File: src/hdl/dnsf_pkg.sv
// Shared types and constants for the DNS response packet filter.
// No dependencies; imported by every module of the block.
package dnsf_pkg;

  localparam int unsigned MaskW      = 64;  // socket mask register width
  localparam int unsigned QueueW     = 6;   // receive queue index width
  localparam int unsigned ByteW      = 8;
  localparam int unsigned CountW     = 6;   // byte counter, saturates at CountMax
  localparam int unsigned QueueSlots = 64;  // default queue slot count

  localparam logic [CountW-1:0] CountMax = 6'd63;

  // Byte offsets within the Ethernet frame
  localparam logic [CountW-1:0] PosEthHi    = 6'd12;
  localparam logic [CountW-1:0] PosEthLo    = 6'd13;
  localparam logic [CountW-1:0] PosV4Ihl    = 6'd14;
  localparam logic [CountW-1:0] PosV4Proto  = 6'd23;
  localparam logic [CountW-1:0] PosV4PortHi = 6'd34;
  localparam logic [CountW-1:0] PosV4PortLo = 6'd35;
  localparam logic [CountW-1:0] PosV6Next   = 6'd20;
  localparam logic [CountW-1:0] PosV6PortHi = 6'd54;
  localparam logic [CountW-1:0] PosV6PortLo = 6'd55;
  // Last offset needed for a full UDP header (42 / 62 bytes)
  localparam logic [CountW-1:0] PosV4MinEnd = 6'd41;
  localparam logic [CountW-1:0] PosV6MinEnd = 6'd61;

  localparam logic [15:0]      EthTypeV4 = 16'h0800;
  localparam logic [15:0]      EthTypeV6 = 16'h86DD;
  localparam logic [ByteW-1:0] ProtoUdp  = 8'd17;
  localparam logic [3:0]       IhlNoOpts = 4'd5;
  localparam logic [ByteW-1:0] DnsPortHi = 8'd0;
  localparam logic [ByteW-1:0] DnsPortLo = 8'd53;

  typedef enum logic [1:0] {
    KindOther = 2'd0,
    KindV4    = 2'd1,
    KindV6    = 2'd2
  } net_kind_e;

  typedef struct packed {
    logic [ByteW-1:0]  data;
    logic              last;
    logic [QueueW-1:0] queue;
  } item_t;

endpackage

File: src/hdl/dnsf_in_stage.sv
// Input register stage of the DNS response packet filter.
// Depends on dnsf_pkg (item_t).
module dnsf_in_stage import dnsf_pkg::*; (
  input  logic  clk_i,
  input  logic  rst_ni,
  input  logic  in_valid_i,
  output logic  in_ready_o,
  input  item_t in_item_i,
  input  logic  out_free_i,   // result register can take a verdict this cycle
  output logic  fire_o,       // held item is consumed by the parser
  output item_t item_o
);

  logic  valid_q, valid_d;
  item_t item_q;

  // A non-last byte never needs the result register
  assign fire_o     = valid_q & (~item_q.last | out_free_i);
  assign in_ready_o = ~valid_q | fire_o;
  assign item_o     = item_q;

  always_comb begin
    valid_d = valid_q;
    if (in_ready_o) begin
      valid_d = in_valid_i;
    end
  end

  always_ff @(posedge clk_i or negedge rst_ni) begin
    if (!rst_ni) begin
      valid_q <= 1'b0;
    end else begin
      valid_q <= valid_d;
    end
  end

  always_ff @(posedge clk_i) begin
    if (in_ready_o && in_valid_i) begin
      item_q <= in_item_i;
    end
  end

endmodule

File: src/hdl/dnsf_parser.sv
// Header parser: tracks byte offset and header checks for one frame.
// Depends on dnsf_pkg (offsets, constants, net_kind_e, item_t).
module dnsf_parser import dnsf_pkg::*; (
  input  logic  clk_i,
  input  logic  rst_ni,
  input  logic  fire_i,
  input  item_t item_i,
  output logic  match_o     // frame qualifies, valid with the last byte
);

  logic [CountW-1:0] cnt_q, cnt_d;
  logic [ByteW-1:0]  eth_hi_q, eth_hi_d;
  net_kind_e         kind_q, kind_d;
  logic              xport_ok_q, xport_ok_d;
  logic              ihl_ok_q, ihl_ok_d;
  logic              port_hi_q, port_hi_d;
  logic              port_ok_q, port_ok_d;

  logic [ByteW-1:0]  b;
  logic [CountW-1:0] pos;

  assign b   = item_i.data;
  assign pos = cnt_q;

  always_comb begin
    eth_hi_d   = eth_hi_q;
    kind_d     = kind_q;
    xport_ok_d = xport_ok_q;
    ihl_ok_d   = ihl_ok_q;
    port_hi_d  = port_hi_q;
    port_ok_d  = port_ok_q;
    cnt_d      = (cnt_q == CountMax) ? cnt_q : cnt_q + 1'b1;

    if (pos == PosEthHi) begin
      eth_hi_d = b;
    end
    if (pos == PosEthLo) begin
      if ({eth_hi_q, b} == EthTypeV4) begin
        kind_d = KindV4;
      end else if ({eth_hi_q, b} == EthTypeV6) begin
        kind_d = KindV6;
      end else begin
        kind_d = KindOther;
      end
    end

    // Kind is settled at offset 13, before any of these offsets
    case (kind_q)
      KindV4: begin
        if (pos == PosV4Ihl)    ihl_ok_d   = (b[3:0] == IhlNoOpts);
        if (pos == PosV4Proto)  xport_ok_d = (b == ProtoUdp);
        if (pos == PosV4PortHi) port_hi_d  = (b == DnsPortHi);
        if (pos == PosV4PortLo) port_ok_d  = port_hi_q & (b == DnsPortLo);
      end
      KindV6: begin
        if (pos == PosV6Next)   xport_ok_d = (b == ProtoUdp);
        if (pos == PosV6PortHi) port_hi_d  = (b == DnsPortHi);
        if (pos == PosV6PortLo) port_ok_d  = port_hi_q & (b == DnsPortLo);
      end
      default: ;
    endcase
  end

  always_comb begin
    case (kind_d)
      KindV4:  match_o = xport_ok_d & ihl_ok_d & port_ok_d & (pos >= PosV4MinEnd);
      KindV6:  match_o = xport_ok_d & port_ok_d & (pos >= PosV6MinEnd);
      default: match_o = 1'b0;
    endcase
  end

  always_ff @(posedge clk_i or negedge rst_ni) begin
    if (!rst_ni) begin
      cnt_q      <= '0;
      eth_hi_q   <= '0;
      kind_q     <= KindOther;
      xport_ok_q <= 1'b0;
      ihl_ok_q   <= 1'b0;
      port_hi_q  <= 1'b0;
      port_ok_q  <= 1'b0;
    end else if (fire_i) begin
      if (item_i.last) begin
        cnt_q      <= '0;
        eth_hi_q   <= '0;
        kind_q     <= KindOther;
        xport_ok_q <= 1'b0;
        ihl_ok_q   <= 1'b0;
        port_hi_q  <= 1'b0;
        port_ok_q  <= 1'b0;
      end else begin
        cnt_q      <= cnt_d;
        eth_hi_q   <= eth_hi_d;
        kind_q     <= kind_d;
        xport_ok_q <= xport_ok_d;
        ihl_ok_q   <= ihl_ok_d;
        port_hi_q  <= port_hi_d;
        port_ok_q  <= port_ok_d;
      end
    end
  end

endmodule

File: src/hdl/dns_response_packet_filter_top.sv
// Top level of the DNS response packet filter: socket mask register,
// result register. Depends on dnsf_pkg, dnsf_in_stage, dnsf_parser.
//
// Channel   Dir  Payload                                   Transfers
// s_axis    in   tdata=packet_byte, tlast=last_byte,        one per frame byte
//                tuser=queue_index
// m_axis    out  tdata={pad, target_queue, verdict}         one per frame (last byte)
// cfg       in   cfg_wdata_i = socket_present_mask          on cfg_we_i
//
// Throughput is one byte per cycle unless m_axis stalls. The verdict is valid
// on m_axis once the last byte of a frame has left the input register and the
// result register has loaded the verdict for that frame. Reset clears
// the frame state, the socket mask and both valid flags. A stalled m_axis only
// holds back the last byte of the next frame; earlier bytes keep flowing
// through the parser.
module dns_response_packet_filter_top import dnsf_pkg::*; #(
  parameter int unsigned QUEUE_SLOTS = QueueSlots  // 1..64
) (
  input  logic             clk_i,
  input  logic             rst_ni,
  // input stream
  input  logic             s_axis_tvalid,
  output logic             s_axis_tready,
  input  logic [7:0]       s_axis_tdata,   // [7:0] packet_byte
  input  logic             s_axis_tlast,   // last_byte
  input  logic [QueueW-1:0] s_axis_tuser,  // [5:0] queue_index
  // verdict stream
  output logic             m_axis_tvalid,
  input  logic             m_axis_tready,
  output logic [7:0]       m_axis_tdata,   // [0] verdict, [6:1] target_queue, [7] zero
  // configuration
  input  logic             cfg_we_i,
  input  logic [MaskW-1:0] cfg_wdata_i     // socket_present_mask
);

  item_t             in_item, s1_item;
  logic              s1_fire, out_free, match;
  logic [QUEUE_SLOTS-1:0] mask_q;
  logic [MaskW-1:0]  mask_ext;
  logic              hit;

  logic              out_valid_q, out_valid_d;
  logic              verdict_q;
  logic [QueueW-1:0] target_q;

  assign in_item.data  = s_axis_tdata;
  assign in_item.last  = s_axis_tlast;
  assign in_item.queue = s_axis_tuser;

  assign out_free = ~out_valid_q | m_axis_tready;

  dnsf_in_stage u_in_stage (
    .clk_i      (clk_i),
    .rst_ni     (rst_ni),
    .in_valid_i (s_axis_tvalid),
    .in_ready_o (s_axis_tready),
    .in_item_i  (in_item),
    .out_free_i (out_free),
    .fire_o     (s1_fire),
    .item_o     (s1_item)
  );

  dnsf_parser u_parser (
    .clk_i   (clk_i),
    .rst_ni  (rst_ni),
    .fire_i  (s1_fire),
    .item_i  (s1_item),
    .match_o (match)
  );

  // Queues at or above QUEUE_SLOTS read a zero bit of the extended mask
  always_ff @(posedge clk_i or negedge rst_ni) begin
    if (!rst_ni) begin
      mask_q <= '0;
    end else if (cfg_we_i) begin
      mask_q <= cfg_wdata_i[QUEUE_SLOTS-1:0];
    end
  end

  assign mask_ext = MaskW'(mask_q);
  assign hit      = match & mask_ext[s1_item.queue];

  always_comb begin
    out_valid_d = out_valid_q;
    if (s1_fire && s1_item.last) begin
      out_valid_d = 1'b1;
    end else if (m_axis_tready) begin
      out_valid_d = 1'b0;
    end
  end

  always_ff @(posedge clk_i or negedge rst_ni) begin
    if (!rst_ni) begin
      out_valid_q <= 1'b0;
    end else begin
      out_valid_q <= out_valid_d;
    end
  end

  always_ff @(posedge clk_i) begin
    if (s1_fire && s1_item.last) begin
      verdict_q <= hit;
      target_q  <= hit ? s1_item.queue : '0;
    end
  end

  assign m_axis_tvalid = out_valid_q;
  assign m_axis_tdata  = {1'b0, target_q, verdict_q};

endmodule
File: config.mk
export PLATFORM = sky130hd
export DESIGN_NAME = dns_response_packet_filter_top
export DESIGN_NICKNAME = d
export VERILOG_FILES = /design/src/hdl/dnsf_pkg.sv /design/src/hdl/dnsf_in_stage.sv /design/src/hdl/dnsf_parser.sv /design/src/hdl/dns_response_packet_filter_top.sv
export SDC_FILE = /design/constraint.sdc
export NUM_CORES = 1
export LEC_CHECK = 0
export BUFFER_PORTS_ARGS = -buffer_cell sky130_fd_sc_hd__buf_4
export CAP_MARGIN = 10
export CORE_MARGIN = 10
export CORE_UTILIZATION = 40
export DETAILED_ROUTE_END_ITERATION = 16
export GPL_ROUTABILITY_DRIVEN = 0
export GPL_TIMING_DRIVEN = 0
export PLACE_DENSITY = 0.65
export SLEW_MARGIN = 0
export SYNTH_ARGS = -nofsm -noshare
export SYNTH_HDL_FRONTEND = slang
export SYNTH_HIERARCHICAL = 1
export SYNTH_SLANG_ARGS = --single-unit
export TNS_END_PERCENT = 100
File: constraint.sdc
create_clock -name clk_i -period 3.1 [get_ports clk_i]
set_input_delay 0.155 -clock clk_i [delete_from_list [all_inputs] [get_ports clk_i]]
set_output_delay 0.155 -clock clk_i [all_outputs]
set_load 0.005 [all_outputs]
# --- Word level (Yosys, flattened, before mapping) ---
# Cells that the tools add are included.
classes:
  magnitude_cmp: 3
  n_bitwise: 14
  muxes: 28
  n_addsub: 1
  reduce_logical: 9
  n_eq_ne: 22
op_table:
  columns: ["operator", "n"]
  rows:
  - ["equality test 6 bit (second input constant)", 5]
  - ["equality test 6 x 4 -> 1 bit (second input constant)", 3]
  - ["equality test 16 x 12 -> 1 bit (second input constant)", 1]
  - ["equality test 16 bit (second input constant)", 1]
  - ["2-to-1 mux 8 bit", 2]
  - ["2-to-1 mux 1 bit", 15]
  - ["equality test 6 x 5 -> 1 bit (second input constant)", 2]
  - [">= comparator 6 bit (second input constant)", 2]
  - ["2-to-1 mux 6 bit", 2]
  - ["bitwise AND 1 bit", 8]
  - ["equality test 8 x 5 -> 1 bit (second input constant)", 1]
  - ["equality test 8 x 6 -> 1 bit (second input constant)", 1]
  - ["logical NOT 8 bit", 1]
  - ["2-to-1 mux 2 bit", 4]
  - ["case mux 1 bit (2 select lines)", 4]
  - ["less-than comparator 6 x 7 -> 1 bit (second input constant)", 1]
  - ["adder 6 x 1 -> 6 bit (second input constant)", 1]
  - ["binary-select mux 1 bit (select 6 bit)", 1]
  - ["inequality test 3 x 2 -> 1 bit (second input constant)", 2]
  - ["equality test 2 x 1 -> 1 bit (second input constant)", 2]
  - ["equality test 2 bit (second input constant)", 2]
  - ["equality test 4 x 3 -> 1 bit (second input constant)", 1]
  - ["AND reduction 2 bit", 2]
  - ["AND reduction 4 bit", 1]
  - ["other kinds (6)", 12]
totals:
  output_inout_bits: 10
  ff_bits: 108
  input_bits: 84
  wordCells: 92

# --- Logic depth before layout (Yosys ltp) ---
# Gate-level depths: netlist (run 1).
logic_depth:
  word_depth: 8
  ltp_mapped: 12
  ltp_nobuf: 12

# --- Cells and area by module ---
# Netlist (run 1), hierarchy kept.
by_module_without_submodules:
  columns: ["module", "instances", "seq_area_each_um2", "cells_per_inst", "area_each_um2"]
  rows:
  - ["dns_response_packet_filter_top", 1, 1836.8, 215, 3303.2]
  - ["dnsf_parser", 1, 500.5, 141, 1430.1]
  - ["dnsf_in_stage", 1, 475.5, 21, 521.8]

# --- Worst setup path after synthesis (run 1) ---
# OpenSTA, ideal clock, no wires.
synth_timing:
  path_type: "register to register"
  start: "register u_in_stage.item_q, in the netlist u_in_stage/item_o[13]"
  end: "register verdict_q, data pin"
  path_stages_with_launch: 10
  n_path_buf: 0
  setup_ns: 0.149
  arrival_time_ns: 3.002
  required_ns: 2.951
  path_slack_ns: -0.051
  synth_period_minus_slack_ns: 3.151
  path_cell_list: "edfxtp_1 -> or4_4 -> nor4_1 -> mux2i_1 -> ha_1 -> or4b_4 -> a211oi_2 -> nand2_1 -> a221o_1 -> o22ai_2"
synth_between:
  elab_chain_cells: 8
  elab_cells_between_ends: 23
  cone_classes: "eq/ne (6); mux (10); bitwise (7)"
synth_lines:
  columns: ["element", "line_no", "rtl"]
  rows:
  - ["from (decl)", "dnsf_in_stage.sv:15", "item_t item_q;"]
  - ["from (signal assigned)", "dnsf_in_stage.sv:39", "item_q <= in_item_i;"]
  - ["equality test 8 x 6 -> 1 bit or equality test 8 x 5 -> 1 bit (tied branches)", null, null]
  - ["bitwise AND 1 bit (tied with other cells)", "dnsf_parser.sv:53, dnsf_parser.sv:58", null]
  - ["2-to-1 mux 1 bit (tied with other cells)", "dnsf_parser.sv:58", "if (pos == PosV6PortLo) port_ok_d = port_hi_q & (b == DnsPortLo);"]
  - ["case mux 1 bit (2 select lines) or bitwise AND 1 bit (tied branches)", "dnsf_parser.sv:48, dnsf_parser.sv:66", null]
  - ["bitwise AND 1 bit (on tied branches) (2 in a row)", "dnsf_parser.sv:67, dnsf_parser.sv:66", null]
  - ["case mux 1 bit (2 select lines) *", "dnsf_parser.sv:65", "case (kind_d)"]
  - ["named net match", "dns_response_packet_filter_top.sv:37", "logic s1_fire, out_free, match;"]
  - ["bitwise AND 1 bit *", "dns_response_packet_filter_top.sv:81", "assign hit = match & mask_ext[s1_item.queue];"]
  - ["named net hit", "dns_response_packet_filter_top.sv:40", "logic hit;"]
  - ["to (signal assigned)", "dns_response_packet_filter_top.sv:102", "verdict_q <= hit;"]
  - ["to (decl)", "dns_response_packet_filter_top.sv:43", "logic verdict_q;"]
# The timed path passes the listed nets; every way through them passes the cells marked *.
# A chain may end at the register's enable or synchronous reset.

# --- Final worst setup path (run 1) ---
layout_timing:
  start: "register u_in_stage.item_q, in the netlist u_in_stage/item_o[13]"
  end: "register target_q[3], data pin"
layout_between:
  elab_chain_cells: 8
  elab_cells_between_ends: 23
  cone_classes: "eq/ne (6); mux (10); bitwise (7)"
layout_lines:
  columns: ["element", "line_no", "rtl"]
  rows:
  - ["equality test 8 x 6 -> 1 bit or equality test 8 x 5 -> 1 bit (tied branches)", null, null]
  - ["bitwise AND 1 bit (tied with other cells)", "dnsf_parser.sv:53, dnsf_parser.sv:58", null]
  - ["2-to-1 mux 1 bit (tied with other cells)", "dnsf_parser.sv:58", null]
  - ["case mux 1 bit (2 select lines) or bitwise AND 1 bit (tied branches)", "dnsf_parser.sv:48, dnsf_parser.sv:66", null]
  - ["bitwise AND 1 bit (on tied branches) (2 in a row)", "dnsf_parser.sv:67, dnsf_parser.sv:66", null]
  - ["case mux 1 bit (2 select lines) *", "dnsf_parser.sv:65", null]
  - ["named net match", "dns_response_packet_filter_top.sv:37", null]
  - ["bitwise AND 1 bit *", "dns_response_packet_filter_top.sv:81", null]
  - ["to (signal assigned)", "dns_response_packet_filter_top.sv:103", "target_q <= hit ? s1_item.queue : '0;"]
  - ["to (decl)", "dns_response_packet_filter_top.sv:44", "logic [QueueW-1:0] target_q;"]
# Marks and branches as above.

==> results of run 1 <==
-- state kept, by name (all words and copies together) (netlist names) --
register and flops:
m_axis_tvalid 1, u_parser/kind_q 2, u_in_stage/valid_q 1, verdict_q 1, u_parser/port_hi_q 1, u_parser/ihl_ok_q 1
u_parser/cnt_q 6, u_parser/xport_ok_q 1, target_q 6, mask_ext 64, u_parser/port_ok_q 1, u_parser/eth_hi_q 8
u_in_stage/item_o 15
-- metal layers --
layer	part of all wire, %	routed length (um)
met1	43	5610
met2	50	6630
met3	5.7	746
met4	1.5	204
met5	0	0
-- critical path, cell delays in order, from the launching register on --
cell and delay, ps:
edfxtp_1 410, or4_4 580, nor4_4 300, mux2i_2 130, ha_1 320, or4b_4 500
a211oi_4 260, nand2b_1 80, a221o_2 390, o22ai_2 210
-- synthesized netlist by cell type (all sizes together), types with 3 or more instances --
master	instances
dfrtp	86
inv	12
buf	11
o21ai	3
and3	3
or4b	3
or4	3
nor2b	3
a211oi	3
ha	9
nand2b	4
nand4b	3
and2	3
edfxtp	22
a22o	8
o22a	4
clkbuf	12
mux2	65
nand2	11
nor2	3
nand3	12
a221o	3
mux2i	20
o22ai	10
a31o	4
a21oi	10
nand3b	6
mux4	12
-- logic make-up after synthesis --
logic type / Yosys count
muxes: 97
DFF: 108
other: 1
AOI/OAI and AO/OA: 59
and+or+nand+nor: 68
buffers and inverters: 35
adders and majority gates: 9
-- cell type report --
type	count	area, um^2
inverters	12	45.0
multi-input cells	234	2350
well taps	172	215
plain buffers	23	139
diodes	1	2.50
repair buffers	119	956
clock buffers	12	236
fillers	1123	5940
clock inverters	4	26.3
flip-flops and latches	108	2810
-- worst paths after layout --
kind | end | slack (ps) | from
worst max-delay path | target_q[3]$_SDFFCE_PN0P_ | -250 | u_in_stage/item_o[13]$_DFFE_PP_
worst min-delay path | mask_ext[51]$_DFFE_PN0P_ | 30 | cfg_wdata_i[51]
worst max register to register | target_q[3]$_SDFFCE_PN0P_ | -250 | u_in_stage/item_o[13]$_DFFE_PP_
worst min register to register | mask_ext[17]$_DFFE_PN0P_ | 510 | mask_ext[17]$_DFFE_PN0P_
max in group asynchronous | u_parser/eth_hi_q[1]$_DFFE_PN0P_ | 2260 | rst_ni
min in group asynchronous | mask_ext[44]$_DFFE_PN0P_ | 210 | rst_ni
-- power by group through the flow --
| stage | registers [W] | logic [W] | clock network (W) |
|---|---|---|---|
| 6_report | 0.00163 | 0.000487 | 0.00105 |
| 5_1_grt | 0.00164 | 0.000533 | 0.00113 |
| 4_1_cts | 0.00163 | 0.000480 | 0.00109 |
| 3_5_place_dp | 0.00166 | 0.000455 | 0 |
| 3_3_place_gp | 0.00165 | 0.000440 | 0 |
| 2_1_floorplan | 0.00163 | 0.000277 | 0 |
-- timing repair --
item / CTS / global route
endpoints found under the hold margin: 16 / 14
hold buffers: 16 / 1
setup buffers: 6 / 4
resized for setup: 14 / 4
endpoints found under the setup margin: 7 / 7
pin swaps: 2 / 2
-- stage by stage --
stage,cells,utilization [%]
after floorplan,377,-
after global placement,640,48.4
after detailed placement,640,48.4
after CTS,678,52.6
after global routing,685,53.3
final,685,53.3
==> impl_metrics.ini, run 1 <==
[setup_path]
cp_max_fo = 6
r2r_cells = 9
critPathKind = reg -> reg
crit_arrival_ps = 3540
end_kind = flip-flop
cp.required_ps = 3290
cp-start-kind = flip-flop

[power]
p_seq_share_pct = 51.5
p_per_area_nw_per_um2 = 466
clkPwrFrac_pct = 33.2
p_leak_nw = 2.88
report.power.total_w = 0.00316
ir_worst_vdd_mv = 0.293
p_switching_w = 0.000783
combPwrFrac_pct = 15.4
power.internal_w = 0.00238
swShare_pct = 24.7

[final_layout]
stdcell_area_um2 = 6790
final_common_cell = buf_4
syn2layout_area_growth_pct = 29.1
final_cell_mix = 103 x buf_4, 86 x dfrtp_1, 65 x mux2_2
drive_above_1_share_pct = 46.1
nets = 600

[cts]
clk_pin_slew_ps = 70
cts_root_buffer = clkbuf_16
worstSkewPairLatency_ps = 350
cts.sinks = 108
cts_buffers = 9
cts_buffer_depth = 2
cts_tree = built
cts_max_level = 3

[global_route]
busiest_layer = met2
grt.met1_usage_pct = 18.1
grtUsageMet3_pct = 4.15
overflow = 0
grt_first_pass_wirelength_um = 21200
antenna_found_initial = 1
grt_pass1_vias = 3992
grt_usage_pct = 14.9
grt_max_degree = 87
use_met2_pct = 24.5

[detailed_routing]
ant_nets = 0
routed_wl_um = 13200
route.detailed.drc = 0
drtIter0Drc = 250
vias_per_cell = 5.39
drtPass1Iterations = 5
via_count = 3690
wire_per_inst_um = 19.3

[synth]
ys_seq_area_share_pct = 53.5
yosys.area.top_type = dfrtp_1
synth-edff-count = 22
syn-instance-count = 377
synth.net_count = 470
synth.avg_cell_area_um2 = 13.9
synth_seq_cells = 108
yosys-top-cells-area = dfrtp_1 41%, mux2_2 14%, edfxtp_1 13%
ys_warn_count = 6
muxShareOfSynthArea_pct = 22.9
yosysUniqueCellTypes = 67
synth_compound_area_share_pct = 8.57
synth_top_cell_area_share_pct = 41.0
yosys.area_share.adder_pct = 2.14
ys.flop_type = dfrtp_1
synth_top_family_by_area = multiplexers
ys_async_sr_fraction_pct = 79.6
synthXorXnorAreaFrac_pct = 0
synth_simple_gate_area_share_pct = 9.31
syn_area_um2 = 5260

[sta]
finalHoldViolations = 0
worst_slew_pin_slew_ps = 618
slew_viol_final = 0
timing.final.crit_period_ps = 3350
max_slew_margin_pct = 58.5
whs_ps = 33.8
finalCritPeriodShare_pct = 108
setup_slack_ps = -252
finalSetupTns_ps = -1620
max_freq_ghz = 0.298
grt_setup_unrepaired = true
fin_skew_ps = 8.39
setup-violations-final = 7

[floorplan]
die_width_um = 135
fp.dieH_um = 135
die_area_um2 = 18100
core_um2 = 12700
io_pins = 94
start_util_pct = 41.3
rows = 41

[placed_design]
dp_hpwl_um = 9630
io_buffers = 91
dpl_worst_slack_ps = -554
place_area_um2 = 6150

[run_status]
status = finished with violations
failed_checks = negative setup slack

[worst_hold_path]
min_path_type = in -> reg
hold_depth = 2

[job]
cap_viol_max_count = 0
Power figures use the tool's default switching activity.
==> run 2, diff against run 1 <==
Settings changed: CTS_CLUSTER_DIAMETER set to 120, PLACE_DENSITY 0.65 to 0.62.
Clock period 3.1 ns to 3.5 ns, I/O delays scaled along.
==> run 2 against run 1 <==
  * The run now ends clean
  * Worst setup slack improved by 400 ps
  * Register-to-register slack improved by 400 ps
  * First-iteration DRC count decreased by 21%
  * Die area unchanged
  * Clock power about the same
  * Wire length decreased by 5.2%
  * Critical endpoint is now target_q[4]$_SDFFCE_PN0P_
  * Largest cell class unchanged
  * Highest routed layer unchanged
==> impl_metrics.ini, run 2 (synthesis results as in run 1) <==
[run_status]
status = finished clean

[floorplan]
die_width_um = 135
fp.dieH_um = 135
start_util_pct = 41.3
io_pins = 94
die_area_um2 = 18100
core_um2 = 12700
rows = 41

[setup_path]
cp_max_fo = 6
critPathTopFamily = simple AND/OR/NAND/NOR gates
crit_end = target_q[4]$_SDFFCE_PN0P_
critPathSlowestCell = or4_4
crit_buf_inv = 1
cp.required_ps = 3690
crit_arrival_ps = 3550
path_depth = 10
path_cells = or4_4 -> nor4_4 -> mux2i_1 -> inv_1 -> ha_1 -> or4b_4 -> a211oi_4 -> nand2b_1 -> a221o_1 -> o22ai_1
r2r_start = u_parser/eth_hi_q[4]$_DFFE_PN0P_
end_kind = flip-flop
r2r_slack_ps = 140
critPathKind = reg -> reg
r2r_cells = 10
startpoint = u_parser/eth_hi_q[4]$_DFFE_PN0P_
cp-start-kind = flip-flop
r2r_end = target_q[4]$_SDFFCE_PN0P_
slowest_delay_ps = 580

[cts]
worstSkewPairLatency_ps = 350
clk_pin_slew_ps = 70
cts_buffers = 9
cts_buffer_depth = 2
cts_root_buffer = clkbuf_16
cts.sinks = 108
cts_max_level = 3
cts_tree = built

[final_layout]
final_common_cell = buf_4
largest_reg_flops = 64
final_cell_mix = 99 x buf_4, 86 x dfrtp_1, 65 x mux2_2
stdcell_area_um2 = 6720
regArea_um2 = 2810
fin_cells = 677
syn2layout_area_growth_pct = 27.9
n_fill_cell = 1126
antenna_cells = 0
drive_above_1_share_pct = 44.8
nets = 593
multiInputGateArea_um2 = 2320

[detailed_routing]
dr_wl_met2_um = 6150
ant_nets = 0
top_layer = met4
route.detailed.drc = 0
drtPass1Iterations = 4
drtIter0Drc = 197
routed_wl_um = 12500
dr_wl_met3_um = 836
wire_per_inst_um = 18.5
wl_met1_um = 5350
via_count = 3609
vias_per_cell = 5.33

[placed_design]
io_buffers = 91
place_area_um2 = 6150
dp_cells = 640
dp_hpwl_um = 9230

[sta]
finalCritPeriodShare_pct = 95.9
max_freq_ghz = 0.298
setup-violations-final = 0
worst_slew_pin_slew_ps = 1110
max_slew_margin_pct = 26.0
slew_viol_final = 0
timing.final.crit_period_ps = 3360
fin_skew_ps = 9.06
finalHoldViolations = 0

[power]
p_leak_nw = 2.87
ir_worst_vdd_mv = 0.326
p_per_area_nw_per_um2 = 433

[global_route]
grt_max_degree = 87
grt_usage_pct = 14.2
antenna_found_initial = 0
grt_pass1_vias = 3992
overflow = 0
grt_first_pass_wirelength_um = 20600

[job]
cap_viol_max_count = 0

[worst_hold_path]
min_path_type = in -> reg
==> run 2: changes by cell type in the layout (fill, tap and decap cells not counted), sizes merged <==
cell	previous run	this run
buf	113	108
clkinv	1	2
clkinvlp	2	0
diode	1	0
dlygate4sd3	17	15
inv	13	14
==> run 2: per-stage QoR <==
step | setup TNS (ps) | setup WS, ps | total power [W] | hold slack, ps | utilization, %
2_1_floorplan | 0 | 349 | 0.00169 | -121 | -
3_3_place_gp | -215 | -41.5 | 0.00186 | 353 | 48.4
3_5_place_dp | 0 | 44.2 | 0.00187 | 354 | 48.4
4_1_cts | 0 | 17.9 | 0.00294 | 18.1 | 52.0
5_1_grt | -94.3 | -23.2 | 0.00305 | 23.7 | 52.8
6_report | 0 | 145 | 0.00291 | 32.9 | 52.8
==> run 2: repair_timing <==
item,4_1_cts,5_1_grt
setup buffers,0,6
hold endpoints to repair,15,0
endpoints found under the setup margin,0,7
hold buffers,15,0
resized for setup,0,10
==> run 2: worst min path at each step <==
stage                         start                         endpoint  slack, ps  cells after the start
floorplan                    rst_ni        m_axis_tvalid$_DFFE_PN0P_       -120                      0
global placement    s_axis_tdata[5]  u_in_stage/item_o[12]$_DFFE_PP_        350                      1
detailed placement  s_axis_tdata[0]   u_in_stage/item_o[7]$_DFFE_PP_        350                      1
CTS                   s_axis_tvalid   u_in_stage/valid_q$_DFFE_PN0P_         20                      2
global route          s_axis_tvalid   u_in_stage/valid_q$_DFFE_PN0P_         20                      2
finish                s_axis_tvalid   u_in_stage/valid_q$_DFFE_PN0P_         30                      2
==> run 2: cell type report <==
class | count | share of cell area, %
buffer | 23 | 2.07
clock buffer | 12 | 4.15
clock inverter | 4 | 0.503
inverter | 12 | 0.670
multi-input combinational | 234 | 34.5
sequential | 108 | 41.9
tap | 172 | 3.20
timing repair buffer | 112 | 13.1
==> run 2: report_power, final <==
| group | switching (W) | internal [W] |
|---|---|---|
| Sequential | 0.0000603 | 0.00138 |
| Combinational | 0.000177 | 0.000237 |
| Clock | 0.000474 | 0.000578 |
| Total | 0.000711 | 0.00220 |
==> run 2: worst register-to-register path, stage by stage (launching register included) <==
cell      delay [ps]
dfrtp_1          380
or4_4            580
nor4_4           290
mux2i_1          140
inv_1             80
ha_1             240
or4b_4           560
a211oi_4         260
nand2b_1          90
a221o_1          370
o22ai_1          210
==> run 2: layer usage <==
metal	vias to the layer above	track usage, %
li1	1684	-
met2	86	23.4
met5	-	0
met1	1827	17.0
met4	0	4.05
met3	12	5.34
==> run 3, diff against run 2 <==
Settings changed: PLACE_DENSITY 0.62 to 0.63, SYNTH_HIERARCHICAL 1 to unset.
Clock period 3.5 ns to 4.2 ns, I/O delays scaled along.
==> run 3 against run 2 <==
  * Sequential share of layout area up 2.3 points
  * Die area down 1.1%
  * Sequential power down 16%
  * Worst hold slack worse by 7.3 ps
  * Core utilization down 2.6 points
  * Power down 18%
  * Critical path type unchanged
  * Sequential cell count unchanged
  * Clock power down 22%
  * Combinational power down 17%
  * Global-route usage down 0.89 points
  * Fmax up 18%
  * Synthesized area down 1.3%
==> impl_metrics.ini, run 3 <==
[synth]
synth_commonest_cells = 86 x dfrtp_1, 66 x mux2_2, 22 x edfxtp_1
synth_seq_cells = 108
synth.net_count = 485
synth-edff-count = 22
ys_async_sr_fraction_pct = 79.6
syn-instance-count = 392
synth_top_cell_area_share_pct = 41.5
yosysMostFrequentCell = dfrtp_1
yosysUniqueCellTypes = 58
ys.flop_type = dfrtp_1
synth.avg_cell_area_um2 = 13.2
syn_area_um2 = 5190
ys_seq_area_share_pct = 54.2
ys_warn_count = 0
yosys.area.top_type = dfrtp_1
yosys-top-cells-area = dfrtp_1 41%, mux2_2 14%, edfxtp_1 13%

[sta]
finalCritPeriodShare_pct = 67.6
finalHoldViolations = 0
worst_slew_pin_slew_ps = 1090
timing.final.crit_period_ps = 2840
fin_skew_ps = 9.06
finalSetupTns_ps = 0
setup-violations-final = 0
grt_setup_unrepaired = false
max_freq_ghz = 0.352
slew_viol_final = 0
max_slew_margin_pct = 27.3

[cts]
cts.sinks = 108
worstSkewPairLatency_ps = 360
cts_resized = 0
cts_tree = built
clk_pin_slew_ps = 70
cts_max_level = 3
cts_buffers = 9
cts.hold.buffers_added = 0
cts_root_buffer = clkbuf_16
cts_setup_buffers = 0
cts_buffer_depth = 2

[power]
ir_worst_vdd_mv = 0.248
p_per_area_nw_per_um2 = 373
p_leak_nw = 2.78
p_switching_w = 0.000603
combPwrFrac_pct = 14.5
p_seq_share_pct = 50.9
power.internal_w = 0.00177
clkPwrFrac_pct = 34.6
swShare_pct = 25.4

[global_route]
grt_usage_pct = 13.3
use_met2_pct = 21.8
grtUsageMet3_pct = 4.37
grt_pass1_vias = 3734
grt_first_pass_wirelength_um = 19000
grt.met1_usage_pct = 16.2
antenna_found_initial = 0
overflow = 0
busiest_layer = met2
grt_max_degree = 87

[setup_path]
end_kind = flip-flop
path_cells = or4_1 -> nor4_1 -> mux2i_1 -> inv_1 -> ha_1 -> nand4_1 -> or2_2 -> a31oi_1 -> nand4_4 -> nor2_1
critPathSlowestCell = or4_1
cp-start-kind = flip-flop
cp_max_fo = 7
cp.required_ps = 4380
critPathKind = reg -> reg
slowest_delay_ps = 560
crit_arrival_ps = 3020

[detailed_routing]
drtPass1Iterations = 4
vias_per_cell = 5.26
ant_nets = 0
routed_wl_um = 12000
route.detailed.drc = 0
wire_per_inst_um = 17.9
via_count = 3530
drtIter0Drc = 202

[final_layout]
final_common_cell = buf_4
largest_reg_flops = 64
drive_above_1_share_pct = 40.5
nets = 587
stdcell_area_um2 = 6370
syn2layout_area_growth_pct = 22.8
antenna_cells = 0
final_cell_mix = 94 x buf_4, 86 x dfrtp_1, 66 x mux2_2

[worst_hold_path]
min_path_type = in -> reg

[floorplan]
start_util_pct = 40.9
fp.dieH_um = 134
rows = 41
io_pins = 94
die_area_um2 = 17900
core_um2 = 12700
die_width_um = 134

[placed_design]
dp_hpwl_um = 9020
place_area_um2 = 6080
io_buffers = 91

[job]
cap_viol_max_count = 0

[run_status]
status = finished clean
run 3: changes by cell type in the layout (fill, tap and decap cells not counted), sizes merged, moves of 5 or more:
cell,delta
nor2,+17
dlygate4sd3,-15
buf,-7
nand3b,-6
o22ai,-6
nand2,+5
run 3: worst paths after layout:
check	from	to	slack, ps	depth (start not counted)
setup / recovery	u_parser.eth_hi_q[5]$_DFFE_PN0P_	target_q[5]$_SDFFCE_PN0P_	1360	10
hold / removal	s_axis_tdata[0]	u_in_stage.item_o[7]$_DFFE_PP_	30	1
setup reg to reg	u_parser.eth_hi_q[5]$_DFFE_PN0P_	target_q[5]$_SDFFCE_PN0P_	1360	10
hold reg to reg	u_parser.port_ok_q$_DFFE_PN0P_	u_parser.port_ok_q$_DFFE_PN0P_	500	2
max in group asynchronous	rst_ni	mask_ext[1]$_DFFE_PN0P_	3450	1
min in group asynchronous	rst_ni	u_parser.eth_hi_q[0]$_DFFE_PN0P_	40	1
run 3: logic make-up after synthesis:
logic type / count (synthesis) / synth area share (%)
fa+ha+maj: 9 / 2.17
compound gates: 61 / 9.07
flops: 108 / 54.2
other cells: 1 / 0.0723
simple gates: 86 / 9.51
mux: 93 / 21.6
buf+inv: 34 / 3.33
run 3: cell type report:
cell class | count | area, um^2
Buffer | 21 | 124
Clock buffer | 10 | 239
Clock inverter | 6 | 43.8
Fill cell | 1133 | 6300
Inverter | 13 | 48.8
Multi-Input combinational cell | 250 | 2200
Sequential cell | 108 | 2810
Tap cell | 172 | 215
Timing Repair Buffer | 91 | 683
run 3: worst max-delay path: cells and delay by family (launching register included):
| family | cells | cell delay [ps] |
|---|---|---|
| AO/OA/AOI/OAI | 1 | 290 |
| multiplexers | 1 | 180 |
| AND/OR/NAND/NOR | 6 | 1590 |
| adder cells (fa/ha/maj) | 1 | 150 |
| flip-flops | 1 | 380 |
| buffers and inverters | 1 | 80 |
run 3: routing by layer:
metal | routed length [um] | vias to the layer above
met5 | 0 | -
met4 | 212 | 0
met3 | 683 | 17
met2 | 5850 | 109
met1 | 5250 | 1748
li1 | - | 1656
run 3: metrics by stage:
stage | utilization, % | hold WS [ps] | cells | power [W] | setup WS (ps)
finish | 50.3 | 25.6 | 671 | 0.00237 | 1360
global route | 50.3 | 15.9 | 671 | 0.00248 | 1070
CTS | 50.3 | 18.6 | 671 | 0.00240 | 1370
detailed placement | 48.0 | 390 | 655 | 0.00158 | 1390
global placement | 48.0 | 389 | 655 | 0.00157 | 1390
floorplan | - | -85.6 | 392 | 0.00143 | 1810
run 3: power by group through the flow:
stage | registers, W | logic [W] | clock network (W)
2_1_floorplan | 0.00121 | 0.000216 | 0
3_3_place_gp | 0.00123 | 0.000339 | 0
3_5_place_dp | 0.00123 | 0.000348 | 0
4_1_cts | 0.00121 | 0.000349 | 0.000843
5_1_grt | 0.00122 | 0.000377 | 0.000884
6_report | 0.00121 | 0.000344 | 0.000821
